<file path="config.mk">
export PLATFORM = sky130hd
export DESIGN_NAME = alert_event_hysteresis_fsm_flat
export DESIGN_NICKNAME = d
export VERILOG_FILES = /design/src/rtl/aehf_pkg.sv /design/src/rtl/aehf_in_if.sv /design/src/rtl/aehf_out_if.sv /design/src/rtl/aehf_cfg_if.sv /design/src/rtl/alert_event_hysteresis_fsm.sv /design/src/flat_wrapper.sv
export VERILOG_INCLUDE_DIRS = /design/src /design/src/rtl
export SDC_FILE = /design/constraint.sdc
export NUM_CORES = 1
export LEC_CHECK = 0
export BUFFER_PORTS_ARGS = -buffer_cell sky130_fd_sc_hd__buf_2
export CAP_MARGIN = 0
export CORE_ASPECT_RATIO = 0.6
export CORE_MARGIN = 5
export CORE_UTILIZATION = 30
export DETAILED_ROUTE_END_ITERATION = 10
export SETUP_SLACK_MARGIN = 0.05
export SLEW_MARGIN = 20
export SYNTH_ARGS = -nofsm -noshare
export SYNTH_HDL_FRONTEND = slang
export SYNTH_SLANG_ARGS = --single-unit
</file>
<file path="constraint.sdc">
create_clock -name clk_i -period 5.6 [get_ports clk_i]
set_input_delay 1.12 -clock clk_i [delete_from_list [all_inputs] [get_ports clk_i]]
set_output_delay 1.12 -clock clk_i [all_outputs]
set_load 0.005 [all_outputs]
</file>
<file path="src/rtl/alert_event_hysteresis_fsm_assert.svh">
// assertion macros shared by the alert hysteresis rtl
`ifndef ALERT_EVENT_HYSTERESIS_FSM_ASSERT_SVH
`define ALERT_EVENT_HYSTERESIS_FSM_ASSERT_SVH

// same-cycle implication, sampled on clk_i, off while rst_ni is low
`define AEHF_ASSERT_NOW(label, ante, cons) \
  label: assert property (@(posedge clk_i) disable iff (!rst_ni) (ante) |-> (cons)) \
    else $error("aehf assertion failed");

// next-cycle implication, sampled on clk_i, off while rst_ni is low
`define AEHF_ASSERT_NEXT(label, ante, cons) \
  label: assert property (@(posedge clk_i) disable iff (!rst_ni) (ante) |=> (cons)) \
    else $error("aehf assertion failed");

`endif

</file>
<file path="src/rtl/aehf_pkg.sv">
// shared widths, codes and reset values of the alert hysteresis block
`default_nettype none

package aehf_pkg;

  // payload widths
  localparam int unsigned EventW    = 2;
  localparam int unsigned StateW    = 2;
  localparam int unsigned WideW     = 32;
  localparam int unsigned LimitW    = 16;
  localparam int unsigned CfgIndexW = 3;

  // default evidence counter width
  localparam int unsigned CountBitsDefault = 16;

  // event codes
  localparam logic [EventW-1:0] EvNone    = 2'd0;
  localparam logic [EventW-1:0] EvSingle  = 2'd1;
  localparam logic [EventW-1:0] EvMulti   = 2'd2;
  localparam logic [EventW-1:0] EvConfirm = 2'd3;

  // configuration register indexes
  localparam logic [CfgIndexW-1:0] RegEnterSuspect = 3'd0;
  localparam logic [CfgIndexW-1:0] RegEnterAlarm   = 3'd1;
  localparam logic [CfgIndexW-1:0] RegLeaveSuspect = 3'd2;
  localparam logic [CfgIndexW-1:0] RegLeaveAlarm   = 3'd3;
  localparam logic [CfgIndexW-1:0] RegCooldownLen  = 3'd4;

  // register reset values
  localparam logic [LimitW-1:0] EnterSuspectRst = 16'd3;
  localparam logic [LimitW-1:0] EnterAlarmRst   = 16'd3;
  localparam logic [LimitW-1:0] LeaveSuspectRst = 16'd10;
  localparam logic [LimitW-1:0] LeaveAlarmRst   = 16'd15;
  localparam logic [LimitW-1:0] CooldownLenRst  = 16'd30;

endpackage

`default_nettype wire

</file>
<file path="src/rtl/aehf_in_if.sv">
// input channel carrying one frame event code per transaction
`default_nettype none

interface aehf_in_if
  import aehf_pkg::*;
();
  logic              valid;
  logic              ready;
  logic [EventW-1:0] event_code;

  modport source (output valid, output event_code, input ready);
  modport sink   (input valid, input event_code, output ready);
endinterface

`default_nettype wire

</file>
<file path="src/rtl/aehf_out_if.sv">
// result channel carrying the alert status of one frame per transaction
`default_nettype none

interface aehf_out_if
  import aehf_pkg::*;
();
  logic              valid;
  logic              ready;
  logic [StateW-1:0] alert_state;
  logic              alarm_active;
  logic              state_changed;
  logic [WideW-1:0]  frames_in_state;
  logic [WideW-1:0]  alarm_frames_total;

  modport source (
    output valid, output alert_state, output alarm_active, output state_changed,
    output frames_in_state, output alarm_frames_total, input ready
  );
  modport sink (
    input valid, input alert_state, input alarm_active, input state_changed,
    input frames_in_state, input alarm_frames_total, output ready
  );
endinterface

`default_nettype wire

</file>
<file path="src/rtl/aehf_cfg_if.sv">
// configuration write channel: register index and write data
`default_nettype none

interface aehf_cfg_if
  import aehf_pkg::*;
();
  logic                 valid;
  logic                 ready;
  logic [CfgIndexW-1:0] index;
  logic [LimitW-1:0]    data;

  modport source (output valid, output index, output data, input ready);
  modport sink   (input valid, input index, input data, output ready);
endinterface

`default_nettype wire

</file>
<file path="src/rtl/alert_event_hysteresis_fsm.sv">
// an accepted event waits in the input stage, then its result is captured in
// the result register; throughput: one event per cycle while the sink takes
// data, set by the single input stage feeding the combinational state update
// the result register frees the input stage when it is empty or the sink takes data
// reset: asynchronous, mode idle, all counters zero, limits at default values
`default_nettype none

`include "alert_event_hysteresis_fsm_assert.svh"

module alert_event_hysteresis_fsm
  import aehf_pkg::*;
#(
  parameter int unsigned COUNT_BITS = CountBitsDefault
) (
  input  wire        clk_i,
  input  wire        rst_ni,
  aehf_cfg_if.sink   cfg_i,
  aehf_in_if.sink    in_i,
  aehf_out_if.source out_o
);

  localparam int unsigned CmpW = (COUNT_BITS > LimitW) ? COUNT_BITS : LimitW;

  typedef enum logic [StateW-1:0] {
    ModeIdle    = 2'd0,
    ModeSuspect = 2'd1,
    ModeAlarm   = 2'd2,
    ModeCool    = 2'd3
  } mode_e;

  typedef logic [COUNT_BITS-1:0] cnt_t;

  // saturating add of a small step
  function automatic cnt_t sat_add(input cnt_t v, input logic [1:0] k);
    logic [COUNT_BITS:0] s;
    s = {1'b0, v} + {{(COUNT_BITS - 1){1'b0}}, k};
    return s[COUNT_BITS] ? '1 : s[COUNT_BITS-1:0];
  endfunction

  // subtract a small step, floor at zero
  function automatic cnt_t floor_sub(input cnt_t v, input logic [1:0] k);
    cnt_t kx;
    kx = {{(COUNT_BITS - 2){1'b0}}, k};
    return (v > kx) ? (v - kx) : '0;
  endfunction

  // counter against a 16-bit limit
  function automatic logic reached(input cnt_t v, input logic [LimitW-1:0] lim);
    return CmpW'(v) >= CmpW'(lim);
  endfunction

  // limit registers
  logic [LimitW-1:0] enter_suspect_q, enter_alarm_q, leave_suspect_q;
  logic [LimitW-1:0] leave_alarm_q, cool_len_q;

  // input stage
  logic              s1_valid_q;
  logic [EventW-1:0] s1_event_q;

  // machine state
  mode_e            mode_q, mode_d;
  logic [WideW-1:0] dwell_q, dwell_d;
  logic [WideW-1:0] total_q, total_d;
  cnt_t             susp_q, susp_d;
  cnt_t             quiet_q, quiet_d;
  cnt_t             conf_q, conf_d;
  cnt_t             cool_q, cool_d;

  // result register
  logic              out_valid_q;
  logic [StateW-1:0] out_state_q;
  logic              out_alarm_q;
  logic              out_changed_q;
  logic [WideW-1:0]  out_dwell_q;
  logic [WideW-1:0]  out_total_q;

  logic step_en;
  logic in_take;
  logic cfg_take;

  // handshakes
  assign step_en  = s1_valid_q && (!out_valid_q || out_o.ready);
  assign in_i.ready = !s1_valid_q || step_en;
  assign in_take  = in_i.valid && in_i.ready;
  assign cfg_i.ready = 1'b1;
  assign cfg_take = cfg_i.valid;

  // per-frame update of the alert machine
  always_comb begin
    logic [WideW-1:0] dwell_inc;
    dwell_inc = (dwell_q == '1) ? dwell_q : dwell_q + 1'b1;
    mode_d  = mode_q;
    total_d = total_q;
    susp_d  = susp_q;
    quiet_d = quiet_q;
    conf_d  = conf_q;
    cool_d  = cool_q;
    case (mode_q)
      ModeIdle: begin
        if (s1_event_q != EvNone) begin
          susp_d  = sat_add(susp_q, s1_event_q);
          quiet_d = '0;
        end else begin
          susp_d  = floor_sub(susp_q, 2'd1);
          quiet_d = sat_add(quiet_q, 2'd1);
        end
        if (reached(susp_d, enter_suspect_q)) begin
          mode_d = ModeSuspect;
          susp_d = '0;
        end
      end
      ModeSuspect: begin
        if (s1_event_q == EvConfirm || s1_event_q == EvMulti) begin
          conf_d  = sat_add(conf_q, (s1_event_q == EvConfirm) ? 2'd1 : 2'd2);
          quiet_d = '0;
          if (reached(conf_d, enter_alarm_q)) begin
            mode_d = ModeAlarm;
            conf_d = '0;
          end
        end else if (s1_event_q == EvNone) begin
          quiet_d = sat_add(quiet_q, 2'd1);
          conf_d  = floor_sub(conf_q, 2'd1);
          if (reached(quiet_d, leave_suspect_q)) begin
            mode_d  = ModeIdle;
            quiet_d = '0;
          end
        end else begin
          quiet_d = floor_sub(quiet_q, 2'd1);
        end
      end
      ModeAlarm: begin
        total_d = (total_q == '1) ? total_q : total_q + 1'b1;
        if (s1_event_q == EvNone || s1_event_q == EvSingle) begin
          quiet_d = sat_add(quiet_q, 2'd1);
          if (reached(quiet_d, leave_alarm_q)) begin
            mode_d  = ModeCool;
            quiet_d = '0;
            cool_d  = '0;
          end
        end else begin
          quiet_d = floor_sub(quiet_q, 2'd2);
        end
      end
      ModeCool: begin
        cool_d = sat_add(cool_q, 2'd1);
        if (s1_event_q == EvConfirm) begin
          mode_d  = ModeAlarm;
          cool_d  = '0;
          quiet_d = '0;
        end else if (reached(cool_d, cool_len_q)) begin
          mode_d  = ModeIdle;
          cool_d  = '0;
          total_d = '0;
        end
      end
      default: begin
        mode_d = ModeIdle;
      end
    endcase
    dwell_d = (mode_d != mode_q) ? '0 : dwell_inc;
  end

  // all registers: limits, input stage, machine state and result
  always_ff @(posedge clk_i or negedge rst_ni) begin
    if (!rst_ni) begin
      enter_suspect_q <= EnterSuspectRst;
      enter_alarm_q   <= EnterAlarmRst;
      leave_suspect_q <= LeaveSuspectRst;
      leave_alarm_q   <= LeaveAlarmRst;
      cool_len_q      <= CooldownLenRst;
      s1_valid_q      <= 1'b0;
      s1_event_q      <= EvNone;
      mode_q          <= ModeIdle;
      dwell_q         <= '0;
      total_q         <= '0;
      susp_q          <= '0;
      quiet_q         <= '0;
      conf_q          <= '0;
      cool_q          <= '0;
      out_valid_q     <= 1'b0;
      out_state_q     <= ModeIdle;
      out_alarm_q     <= 1'b0;
      out_changed_q   <= 1'b0;
      out_dwell_q     <= '0;
      out_total_q     <= '0;
    end else begin
      // configuration writes, unknown indexes ignored
      if (cfg_take) begin
        case (cfg_i.index)
          RegEnterSuspect: enter_suspect_q <= cfg_i.data;
          RegEnterAlarm:   enter_alarm_q   <= cfg_i.data;
          RegLeaveSuspect: leave_suspect_q <= cfg_i.data;
          RegLeaveAlarm:   leave_alarm_q   <= cfg_i.data;
          RegCooldownLen:  cool_len_q      <= cfg_i.data;
          default: begin
          end
        endcase
      end
      // input stage
      if (in_i.ready) begin
        s1_valid_q <= in_i.valid;
      end
      if (in_take) begin
        s1_event_q <= in_i.event_code;
      end
      // state update and result capture
      if (step_en) begin
        mode_q        <= mode_d;
        dwell_q       <= dwell_d;
        total_q       <= total_d;
        susp_q        <= susp_d;
        quiet_q       <= quiet_d;
        conf_q        <= conf_d;
        cool_q        <= cool_d;
        out_state_q   <= mode_d;
        out_alarm_q   <= (mode_d == ModeAlarm);
        out_changed_q <= (mode_d != mode_q);
        out_dwell_q   <= dwell_d;
        out_total_q   <= total_d;
      end
      out_valid_q <= step_en || (out_valid_q && !out_o.ready);
    end
  end

  // result outputs
  assign out_o.valid              = out_valid_q;
  assign out_o.alert_state        = out_state_q;
  assign out_o.alarm_active       = out_alarm_q;
  assign out_o.state_changed      = out_changed_q;
  assign out_o.frames_in_state    = out_dwell_q;
  assign out_o.alarm_frames_total = out_total_q;

  // checks
  `AEHF_ASSERT_NOW(a_change_clears_dwell, out_valid_q && out_changed_q, out_dwell_q == '0)
  `AEHF_ASSERT_NOW(a_no_alarm_total_when_quiet,
                   mode_q == ModeIdle || mode_q == ModeSuspect, total_q == '0)
  `AEHF_ASSERT_NOW(a_cool_count_only_in_cooldown, mode_q != ModeCool, cool_q == '0)
  `AEHF_ASSERT_NEXT(a_input_stage_holds, s1_valid_q && !step_en,
                    s1_valid_q && $stable(s1_event_q))

endmodule

`default_nettype wire
</file>
<file path="src/flat_wrapper.sv">
// flat-port wrapper written by rule: the top's interface ports become plain ports
module alert_event_hysteresis_fsm_flat import aehf_pkg::*;
#(
  parameter int unsigned COUNT_BITS = CountBitsDefault
)
  (clk_i, rst_ni, cfg_i_valid, cfg_i_index, cfg_i_data, cfg_i_ready, in_i_valid, in_i_event_code, in_i_ready, out_o_valid, out_o_alert_state, out_o_alarm_active, out_o_state_changed, out_o_frames_in_state, out_o_alarm_frames_total, out_o_ready);
  aehf_cfg_if cfg_i_i ();
  aehf_in_if in_i_i ();
  aehf_out_if out_o_i ();
  input  wire clk_i;
  input  wire rst_ni;
  input wire logic [$bits(cfg_i_i.valid)-1:0] cfg_i_valid;
  input wire logic [$bits(cfg_i_i.index)-1:0] cfg_i_index;
  input wire logic [$bits(cfg_i_i.data)-1:0] cfg_i_data;
  output wire logic [$bits(cfg_i_i.ready)-1:0] cfg_i_ready;
  input wire logic [$bits(in_i_i.valid)-1:0] in_i_valid;
  input wire logic [$bits(in_i_i.event_code)-1:0] in_i_event_code;
  output wire logic [$bits(in_i_i.ready)-1:0] in_i_ready;
  output wire logic [$bits(out_o_i.valid)-1:0] out_o_valid;
  output wire logic [$bits(out_o_i.alert_state)-1:0] out_o_alert_state;
  output wire logic [$bits(out_o_i.alarm_active)-1:0] out_o_alarm_active;
  output wire logic [$bits(out_o_i.state_changed)-1:0] out_o_state_changed;
  output wire logic [$bits(out_o_i.frames_in_state)-1:0] out_o_frames_in_state;
  output wire logic [$bits(out_o_i.alarm_frames_total)-1:0] out_o_alarm_frames_total;
  input wire logic [$bits(out_o_i.ready)-1:0] out_o_ready;
  assign cfg_i_i.valid = cfg_i_valid;
  assign cfg_i_i.index = cfg_i_index;
  assign cfg_i_i.data = cfg_i_data;
  assign cfg_i_ready = cfg_i_i.ready;
  assign in_i_i.valid = in_i_valid;
  assign in_i_i.event_code = in_i_event_code;
  assign in_i_ready = in_i_i.ready;
  assign out_o_valid = out_o_i.valid;
  assign out_o_alert_state = out_o_i.alert_state;
  assign out_o_alarm_active = out_o_i.alarm_active;
  assign out_o_state_changed = out_o_i.state_changed;
  assign out_o_frames_in_state = out_o_i.frames_in_state;
  assign out_o_alarm_frames_total = out_o_i.alarm_frames_total;
  assign out_o_i.ready = out_o_ready;
  alert_event_hysteresis_fsm #(.COUNT_BITS(COUNT_BITS)) u_core (.clk_i(clk_i), .rst_ni(rst_ni), .cfg_i(cfg_i_i), .in_i(in_i_i), .out_o(out_o_i));
endmodule
</file>
# ---- After elaboration in Yosys (flattened, before gate mapping)
# Cells that the tools add are included.
# Widths: inputs -> output; s select.
dict set report op_classes {
  muxes 44
  n_eq_ne 21
  n_reduce_logical 28
  n_addsub 10
  order_cmp 9
}
# cell n
set ops {}
lappend ops {{$mux 16} 25}
lappend ops {{$mux 32} 5}
lappend ops {{$ge 16x16->1} 5}
lappend ops {{$add 32x1->32 const B} 2}
lappend ops {{$eq 32x32->1 const B} 2}
lappend ops {{$pmux 16 s4} 1}
lappend ops {{$pmux 32 s2} 1}
lappend ops {{$gt 16x1->1 const B} 3}
lappend ops {{$sub 16x1->16 const B} 3}
lappend ops {{$add 16x1->17 const B} 2}
lappend ops {{$add 16x2->17} 2}
lappend ops {{$pmux 16 s2} 1}
lappend ops {{$mux 2} 10}
lappend ops {{$gt 16x2->1 const B} 1}
lappend ops {{$reduce_and 2->1} 8}
lappend ops {{$sub 16x2->16 const B} 1}
lappend ops {{$eq 2x2->1 const B} 5}
lappend ops {{$ne 2x1->1 const B} 4}
lappend ops {{$pmux 2 s4} 1}
lappend ops {{$eq 3x2->1 const B} 2}
lappend ops {{$ne 2x2->1 const B} 3}
lappend ops {{$reduce_bool 2->1} 3}
lappend ops {{$logic_or 1x1->1} 5}
lappend ops {{$reduce_and 5->1} 1}
lappend ops {{other kinds (10)} 16}
dict set report word_totals {
  in_bits 26
  out_inout_bits 71
  register_bits 216
}

# ---- Logic depth before layout (Yosys ltp)
# Gate-level depths: netlist of the first run.
dict set report depth {
  ltp_word 11
  mapped_depth 21
  ltp_nobuf 18
}

# ---- Worst setup path before layout of the first run
# Ideal clock, no wire load.
dict set report synth_timing {
  path_type {reg-to-reg}
  start {register u_core.s1_event_q[1]}
  end {register u_core.dwell_q[15]}
  t_required_ns 5.481
  stages_incl_launch_ff 22
  slack_ns 1.240
  arrival_ns 4.241
  setup_ns 0.119
  n_path_buf 4
  path_cell_list {dfrtp_1 > buf_2 > nand2_1 > nor2_1 > nor2_1 > ha_1 > o21ba_2 > nand4_1 > or3_1 > clkbuf_1 > clkbuf_1 > and3_1 > ha_1 > nand2b_1 > a31oi_1 > o21ai_1 > a2111o_1 > a211o_1 > o2111ai_2 > mux2i_2 > buf_6 > nor2_1}
}
dict set report synth_via {
  elab_chain_cells 11
  word_cells_on_any_way 27
  classes_between {add/sub: 2; order compare: 2; eq/ne: 5; mux: 13; reduce/logical: 5}
}
# element line
set synth_rtl {}
lappend synth_rtl {{from (decl)} alert_event_hysteresis_fsm.sv:58} ;# logic [EventW-1:0] s1_event_q;
lappend synth_rtl {{from (signal assigned)} alert_event_hysteresis_fsm.sv:172} ;# s1_event_q <= EvNone;
lappend synth_rtl {{from (signal assigned)} alert_event_hysteresis_fsm.sv:204} ;# s1_event_q <= in_i.event_code;
lappend synth_rtl {{$eq 2x2->1} {alert_event_hysteresis_fsm.sv:113, alert_event_hysteresis_fsm.sv:114, alert_event_hysteresis_fsm.sv:146}}
lappend synth_rtl {{$mux 2} alert_event_hysteresis_fsm.sv:114} ;# conf_d = sat_add(conf_q, (s1_event_q == EvConfirm) ? 2'd1 : 2'd2);
lappend synth_rtl {{$add 16x2->17} alert_event_hysteresis_fsm.sv:36} ;# s = {1'b0, v} + {{(COUNT_BITS - 1){1'b0}}, k};
lappend synth_rtl {{$mux 16} alert_event_hysteresis_fsm.sv:37} ;# return s[COUNT_BITS] ? '1 : s[COUNT_BITS-1:0];
lappend synth_rtl {{$ge 16x16->1} alert_event_hysteresis_fsm.sv:49} ;# return CmpW'(v) >= CmpW'(lim);
lappend synth_rtl {{$mux 2} alert_event_hysteresis_fsm.sv:116} ;# if (reached(conf_d, enter_alarm_q)) begin
lappend synth_rtl {{$mux 2} alert_event_hysteresis_fsm.sv:113} ;# if (s1_event_q == EvConfirm || s1_event_q == EvMulti) begin
lappend synth_rtl {{$pmux 2 s4 *} alert_event_hysteresis_fsm.sv:98} ;# case (mode_q)
lappend synth_rtl {{$ne 2x2->1 *} alert_event_hysteresis_fsm.sv:160} ;# dwell_d = (mode_d != mode_q) ? '0 : dwell_inc;
lappend synth_rtl {{$ne 2x2->1 (no source line)} --}
lappend synth_rtl {{$reduce_and 2->1 (no source line)} --}
lappend synth_rtl {{to (signal assigned)} alert_event_hysteresis_fsm.sv:209} ;# dwell_q <= dwell_d;
lappend synth_rtl {{to (decl)} alert_event_hysteresis_fsm.sv:62} ;# logic [WideW-1:0] dwell_q, dwell_d;
# Mark *: on every way between the ends. The rest lies on a longest branch, timed or not. The select of a mux whose other input is x is not followed.
# A chain may end at the register's enable or synchronous reset.

# ---- Final worst setup path of the first run
dict set report layout_timing {
  start {register u_core.cool_q[0]}
  end {register u_core.dwell_q[0]}
}
dict set report layout_via {
  elab_chain_cells 9
  word_cells_on_any_way 10
  classes_between {add/sub: 1; order compare: 1; eq/ne: 2; mux: 5; reduce/logical: 1}
}
# element line
set layout_rtl {}
lappend layout_rtl {{from (decl)} alert_event_hysteresis_fsm.sv:67} ;# cnt_t cool_q, cool_d;
lappend layout_rtl {{from (signal assigned)} alert_event_hysteresis_fsm.sv:214} ;# cool_q <= cool_d;
lappend layout_rtl {{$add 16x1->17 *} alert_event_hysteresis_fsm.sv:36}
lappend layout_rtl {{$mux 16 *} alert_event_hysteresis_fsm.sv:37}
lappend layout_rtl {{$ge 16x16->1 *} alert_event_hysteresis_fsm.sv:49}
lappend layout_rtl {{$mux 2 *} alert_event_hysteresis_fsm.sv:150} ;# end else if (reached(cool_d, cool_len_q)) begin
lappend layout_rtl {{$mux 2 *} alert_event_hysteresis_fsm.sv:146} ;# if (s1_event_q == EvConfirm) begin
lappend layout_rtl {{$pmux 2 s4 *} alert_event_hysteresis_fsm.sv:98}
lappend layout_rtl {{$ne 2x2->1 *} alert_event_hysteresis_fsm.sv:160}
lappend layout_rtl {{$ne 2x2->1 (no source line)} --}
lappend layout_rtl {{$reduce_and 2->1 (no source line)} --}
# Mark *: on every way between the ends. The rest lies on a longest branch, timed or not.

==> results of run 1 <==
[registers in the layout, summed over array words and instances, names as in the netlist, 2 cells and up]
name                    count
u_core.dwell_q             32
u_core.s1_event_q           2
u_core.enter_alarm_q       16
u_core.susp_q              16
u_core.total_q             32
u_core.enter_suspect_q     16
u_core.cool_q              16
u_core.mode_q               2
u_core.leave_alarm_q       16
u_core.conf_q              16
u_core.cool_len_q          16
u_core.leave_suspect_q     16
u_core.quiet_q             16
[metal layers]
metal / up-vias / part of all wire
met5: - / 0.00016
met2: 443 / 0.39
met3: 57 / 0.086
li1: 6228 / -
met1: 6375 / 0.50
met4: 2 / 0.017
[timing repair]
item                                    in CTS  in global routing
setup buffers                                0                  2
gates resized for setup                      0                  1
endpoints found under the setup margin       0                 12
[synth_stat cells, types with 5 or more instances]
cell type / count / share of area
buf_2: 30 / 0.010
o21a_1: 11 / 0.0056
buf_6: 5 / 0.0038
a211oi_1: 12 / 0.0061
nor3b_1: 6 / 0.0031
nand2b_1: 17 / 0.0072
and4_1: 14 / 0.0084
nor3_1: 29 / 0.0099
nand4_1: 44 / 0.019
buf_4: 7 / 0.0036
a22oi_1: 13 / 0.0066
a21o_1: 20 / 0.010
nor2_1: 155 / 0.040
a22o_1: 19 / 0.011
nand2_1: 191 / 0.049
and3_1: 32 / 0.014
o22ai_1: 7 / 0.0030
xor2_1: 55 / 0.033
o211ai_1: 5 / 0.0026
ha_1: 97 / 0.083
nor4_1: 11 / 0.0047
and2_1: 20 / 0.0085
nand3_1: 60 / 0.020
clkbuf_1: 50 / 0.013
a31oi_1: 25 / 0.011
dfrtp_1: 202 / 0.34
nor4b_1: 6 / 0.0036
dfstp_2: 14 / 0.025
mux2_2: 28 / 0.021
a21oi_1: 95 / 0.032
a221oi_1: 6 / 0.0036
xnor2_1: 38 / 0.023
inv_1: 107 / 0.027
or2_2: 6 / 0.0026
o21ai_0: 154 / 0.053
or3_1: 30 / 0.013
o22a_1: 5 / 0.0030
[cell families (layout without fill, tap and decap cells)]
family / Yosys count / in the layout / share of synthesized area
other: 1 / 2 / 0.000256
adder cells (fa/ha/maj): 98 / 98 / 0.0841
multiplexers: 29 / 29 / 0.0224
flip-flops: 216 / 216 / 0.370
buffers and inverters: 200 / 272 / 0.0581
XOR/XNOR: 93 / 93 / 0.0555
AND/OR/NAND/NOR: 654 / 654 / 0.224
AO/OA/AOI/OAI: 431 / 431 / 0.186
[per-stage QoR]
step | cells | hold slack (ns)
finish | 2435 | 0.473
global route | 2435 | 0.502
CTS | 2432 | 0.478
detailed placement | 2388 | 0.464
global placement | 2388 | 0.463
floorplan | 1722 | 0.467
[report_power, final]
part           switching, mW  internal [mW]
logic                   1.69           1.04
registers              0.379           1.85
clock network          0.687          0.952
total                   2.75           3.84
[worst max-delay path, cell delays in order, from the launching register on]
cell and delay, ns:
dfrtp_1 0.38, ha_1 0.25, and3_1 0.21, and2_4 0.18
and4_1 0.25, nand2_1 0.14, or3_1 0.62, and2_1 0.29
ha_1 0.26, nand2b_1 0.13, a211oi_1 0.21, o21ai_0 0.13
a21oi_1 0.74, nand2_1 0.23, o2111ai_2 0.22, mux2i_4 0.28
buf_4 0.34, o22ai_1 0.15
[final timing paths]
| check | from | endpoint | slack (ns) | cells past startpoint |
|---|---|---|---|---|
| min in group asynchronous | rst_ni | u_core.quiet_q[15]$_DFFE_PN0P_ | 0.64 | 1 |
| setup / recovery | u_core.cool_q[0]$_DFFE_PN0P_ | u_core.dwell_q[0]$_DFFE_PN0P_ | 0.46 | 17 |
| max in group asynchronous | rst_ni | u_core.cool_q[3]$_DFFE_PN0P_ | 3.72 | 2 |
| setup reg to reg | u_core.cool_q[0]$_DFFE_PN0P_ | u_core.dwell_q[0]$_DFFE_PN0P_ | 0.46 | 17 |
| hold reg to reg | u_core.out_o.alarm_active$_DFFE_PN0P_ | u_core.out_o.alarm_active$_DFFE_PN0P_ | 0.47 | 2 |
| hold / removal | u_core.out_o.alarm_active$_DFFE_PN0P_ | u_core.out_o.alarm_active$_DFFE_PN0P_ | 0.47 | 2 |
[final cells by class]
class | count | area [um2] | area share
antenna | 1 | 2.50 | 0.000151
clock buffer | 35 | 693 | 0.0419
clock inverter | 9 | 101 | 0.00612
inverter | 107 | 402 | 0.0243
multi-input combinational | 1306 | 8450 | 0.511
sequential | 216 | 5420 | 0.328
tap | 640 | 801 | 0.0484
timing repair buffer | 121 | 681 | 0.0411
==> results.yml, run 1 <==
floorplan:
  chipWidth_um: 296
  rows: 62
  boundaryPins: 97
  die_y_um: 181
  initial_utilization: 0.305
  core_area_mm2: 0.0481
  dieArea_mm2: 0.0536
yosys:
  ys_types: 89
  synth_edf_count: 0
  syn_area_mm2: 0.0147
  ys.flop_type: "dfrtp_1"
  async_flop_share: 1.00
  yosysWarnings: 0
  ys_seq_area_frac: 0.370
  synth_cells: 1722
  avgSynthCellArea_um2: 8.52
  ys_ff_latch: 216
  synthesis.nets: 1846
clocking:
  cts_tree: "built"
  hold_buffers: 0
  htreeDepth: 1
  clockRootBuffer: "clkbuf_16"
  cts_buffer_depth: 3
  clock_sinks: 216
  clkTransAtPathRegs_ns: 0.06
  clk_latency_ns: 0.55
  numCtsBuffers: 24
placement:
  placed_area_mm2: 0.0157
  hpwl_mm: 32.5
  pre_cts_slack_ns: 0.385
  io_buffers: 95
  place_congestion: 0.946
sta:
  tns_ns: 0
  final_max_slew_viol_count: 0
  worstMarginPinSlew_ns: 0.938
  hold_viol_final: 0
  rsz0062_at_grt: "yes"
  timing.fmax_ghz: 0.194
  setup_viol: 0
  setup_ws_ns: 0.455
  min_period_over_period: 0.919
  skew_ns: 0.0188
  slew_headroom: 0.368
  fin_crit_ns: 5.14
setup_path:
  crit_type: "flop to flop"
  required_ns: 6.02
  end_kind: "flop"
  crit_path_max_fanout: 33
  start_kind: "flop"
  cp.arrival_ns: 5.56
power:
  ir_drop_v: 0.000219
  power_density_mw_per_mm2: 399
  leakagePower_nw: 7.53
  finalPower_mw: 6.60
global_route:
  grt-busiest-layer: "met1"
  grt_max_degree: 102
  grt_first_pass_wirelength_mm: 70.5
  gr-usage-met1: 0.252
  use_met3: 0.0433
  met2_usage: 0.219
  grt.total_usage: 0.161
  antenna_found_initial: 2
  overflow: 0
  grt_pass1_vias: 12400
drt:
  drt-wirelength-per-cell_um: 18.3
  dr.pass1.iters: 5
  viasPerCell: 5.38
  drtIter0Drc: 1215
  via_count: 13100
  totalWireLength_mm: 44.5
  drcViolationCount: 0
  drtAntennaViolNets: 0
hold_path:
  min_path_type: "flop to flop"
cells_and_area:
  nets: 1900
  drive_gt1_frac: 0.134
  final_cell_mix: "dfrtp_1 (202), nand2_1 (191), nor2_1 (154), o21ai_0 (154), inv_1 (107)"
  utilization: 0.344
  final_common_cell: "dfrtp_1"
  fin_area_mm2: 0.0166
  fill_cells: 4954
  syn_to_final_growth_pct: 12.8
flow_run:
  maxCapViolations: 0
run_status:
  run_status: "complete, no violations"
(Power assumes the default switching activity.)
==> inputs of run 2 (changes only) <==
==> constraint.sdc (replaced) <==
create_clock -name clk_i -period 5.6 [get_ports clk_i]
set_input_delay 0.56 -clock clk_i [delete_from_list [all_inputs] [get_ports clk_i]]
set_output_delay 0.56 -clock clk_i [all_outputs]
set_load 0.005 [all_outputs]
==> run 2 against run 1 <==
Compared with the run above:
- combinational power about the same
- setup slack improved by 0.20 ns
- wire length decreased by 1.6%
- clock-buffer cell count decreased by 6
- critical endpoint is now u_core.dwell_q[1]$_DFFE_PN0P_
==> results.yml, run 2 (synthesized netlist as in run 1, its figures left out) <==
drt:
  drtAntennaViolNets: 0
  totalWireLength_mm: 43.8
  drtIter0Drc: 1384
  viasPerCell: 5.37
  via_count: 13000
  dr.pass1.iters: 6
  drcViolationCount: 0
  drt-wirelength-per-cell_um: 18.0
cells_and_area:
  syn_to_final_growth_pct: 12.7
  final_cell_mix: "dfrtp_1 (202), nand2_1 (191), nor2_1 (154), o21ai_0 (154), inv_1 (107)"
  diodes: 0
  nets: 1896
  drive_gt1_frac: 0.134
  top_regs: "u_core.dwell_q x32, u_core.total_q x32"
  final_common_cell: "dfrtp_1"
global_route:
  grt_pass1_vias: 12300
  grt_first_pass_wirelength_mm: 70.2
  overflow: 0
  grt.total_usage: 0.159
  antenna_found_initial: 0
  grt_max_degree: 133
setup_path:
  max_stage_delay_ns: 0.64
  timing.rr.start: "u_core.cool_q[0]$_DFFE_PN0P_"
  worstPathCellList: "ha_1, and3_1, and2_4, and4_1, nand2_1, or3_1, and2_1, ha_1, nand2b_1, a211oi_1, o21ai_0, a21oi_1, buf_4, nand2_1, o2111ai_2, mux2i_4, buf_12, o32ai_1"
  start_kind: "flop"
  reg2reg_to: "u_core.dwell_q[1]$_DFFE_PN0P_"
  r2r_slack_ns: 0.65
  crit_path_max_fanout: 33
  crit_type: "flop to flop"
  required_ns: 5.98
  cp_slowest_cell: "or3_1"
  r2r_cells: 18
  end_kind: "flop"
  cp.arrival_ns: 5.32
sta:
  setup_viol: 0
  hold_viol_final: 0
  timing.fmax_ghz: 0.202
  skew_ns: 0.0209
  final_max_slew_viol_count: 0
  fin_crit_ns: 4.95
  slew_headroom: 0.336
  tns_ns: 0
  min_period_over_period: 0.883
  worstMarginPinSlew_ns: 0.994
  rsz0062_at_grt: "no"
floorplan:
  dieArea_mm2: 0.0536
  boundaryPins: 97
  core_area_mm2: 0.0481
  initial_utilization: 0.305
  chipWidth_um: 296
  rows: 62
  die_y_um: 181
hold_path:
  min_path_type: "input port to async pin"
power:
  leakagePower_nw: 7.52
  finalPower_mw: 6.60
  power_density_mw_per_mm2: 399
  ir_drop_v: 0.000214
placement:
  io_buffers: 95
  hpwl_mm: 32.2
  place_congestion: 0.889
clocking:
  clk_latency_ns: 0.54
  clockRootBuffer: "clkbuf_16"
  cts-resized-gates: 0
  clkTransAtPathRegs_ns: 0.07
  postCtsSetupBuffers: 0
  cts_buffer_depth: 3
  numCtsBuffers: 23
  hold_buffers: 0
  cts_tree: "built"
  htreeDepth: 1
  clock_sinks: 216
run_status:
  run_status: "complete, no violations"
flow_run:
  maxCapViolations: 0
-- run 2: changes by cell type in the layout (fill, tap and decap cells not counted), moves of 2 or more --
cell,change
clkbuf_16,-2
buf_12,+2
buf_4,-5
clkinvlp_4,+2
clkbuf_1,-5
-- run 2: per-layer routing --
metal / GRT usage / wire [um] / up-vias / share of wire
li1: - / - / 6219 / -
met4: 0.0210 / 524 / 0 / 0.012
met3: 0.0350 / 3590 / 40 / 0.082
met2: 0.214 / 17300 / 476 / 0.39
met1: 0.261 / 22400 / 6311 / 0.51
met5: 0 / 0 / - / 0
-- run 2: worst max-delay path, delay by kind of cell, from the launching register on --
kind,cells,cell delay [ns]
AND/OR/NAND/NOR,8,2.25
AO/OA/AOI/OAI,5,0.92
adder cells (fa/ha/maj),2,0.49
buffers and inverters,2,0.40
flip-flops,1,0.38
multiplexers,1,0.33
-- run 2: how the worst max path moves through the flow --
stage                     depth (start not counted)  slack (ns)                             end                        startpoint
after floorplan                                  21        1.24  u_core.dwell_q[15]$_DFFE_PN0P_  u_core.s1_event_q[1]$_DFFE_PN0P_
after global placement                           18        0.79   u_core.dwell_q[1]$_DFFE_PN0P_      u_core.cool_q[0]$_DFFE_PN0P_
after detailed placement                         18        0.67   u_core.dwell_q[1]$_DFFE_PN0P_      u_core.cool_q[0]$_DFFE_PN0P_
after CTS                                        18        0.65   u_core.dwell_q[1]$_DFFE_PN0P_      u_core.cool_q[0]$_DFFE_PN0P_
after global routing                             18        0.21   u_core.dwell_q[1]$_DFFE_PN0P_      u_core.cool_q[0]$_DFFE_PN0P_
final                                            18        0.65   u_core.dwell_q[1]$_DFFE_PN0P_      u_core.cool_q[0]$_DFFE_PN0P_
-- run 2: cell type report --
class	instances	area [um2]
multi-input cells	1306	8440
well taps	640	801
inverters	107	402
repair buffers	118	683
flip-flops and latches	216	5420
clock buffers	29	638
fillers	4954	31600
clock inverters	13	151
-- run 2: metrics by stage --
| stage | instance area (um2) | setup slack [ns] | util | hold WS [ns] | cells |
|---|---|---|---|---|---|
| 2_1_floorplan | 14700 | 1.24 | - | 0.264 | 1722 |
| 3_3_place_gp | 15700 | 0.794 | 0.327 | 0.459 | 2387 |
| 3_5_place_dp | 15700 | 0.671 | 0.327 | 0.466 | 2387 |
| 4_1_cts | 16500 | 0.650 | 0.344 | 0.0594 | 2429 |
| 5_1_grt | 16500 | 0.208 | 0.344 | 0.0982 | 2429 |
| 6_report | 16500 | 0.653 | 0.344 | 0.0307 | 2429 |
-- run 2: report_power, final --
group / internal [mW] / total [mW] / switching [mW]
Combinational: 1.06 / 2.75 / 1.70
Clock: 0.949 / 1.63 / 0.679
Sequential: 1.85 / 2.22 / 0.373
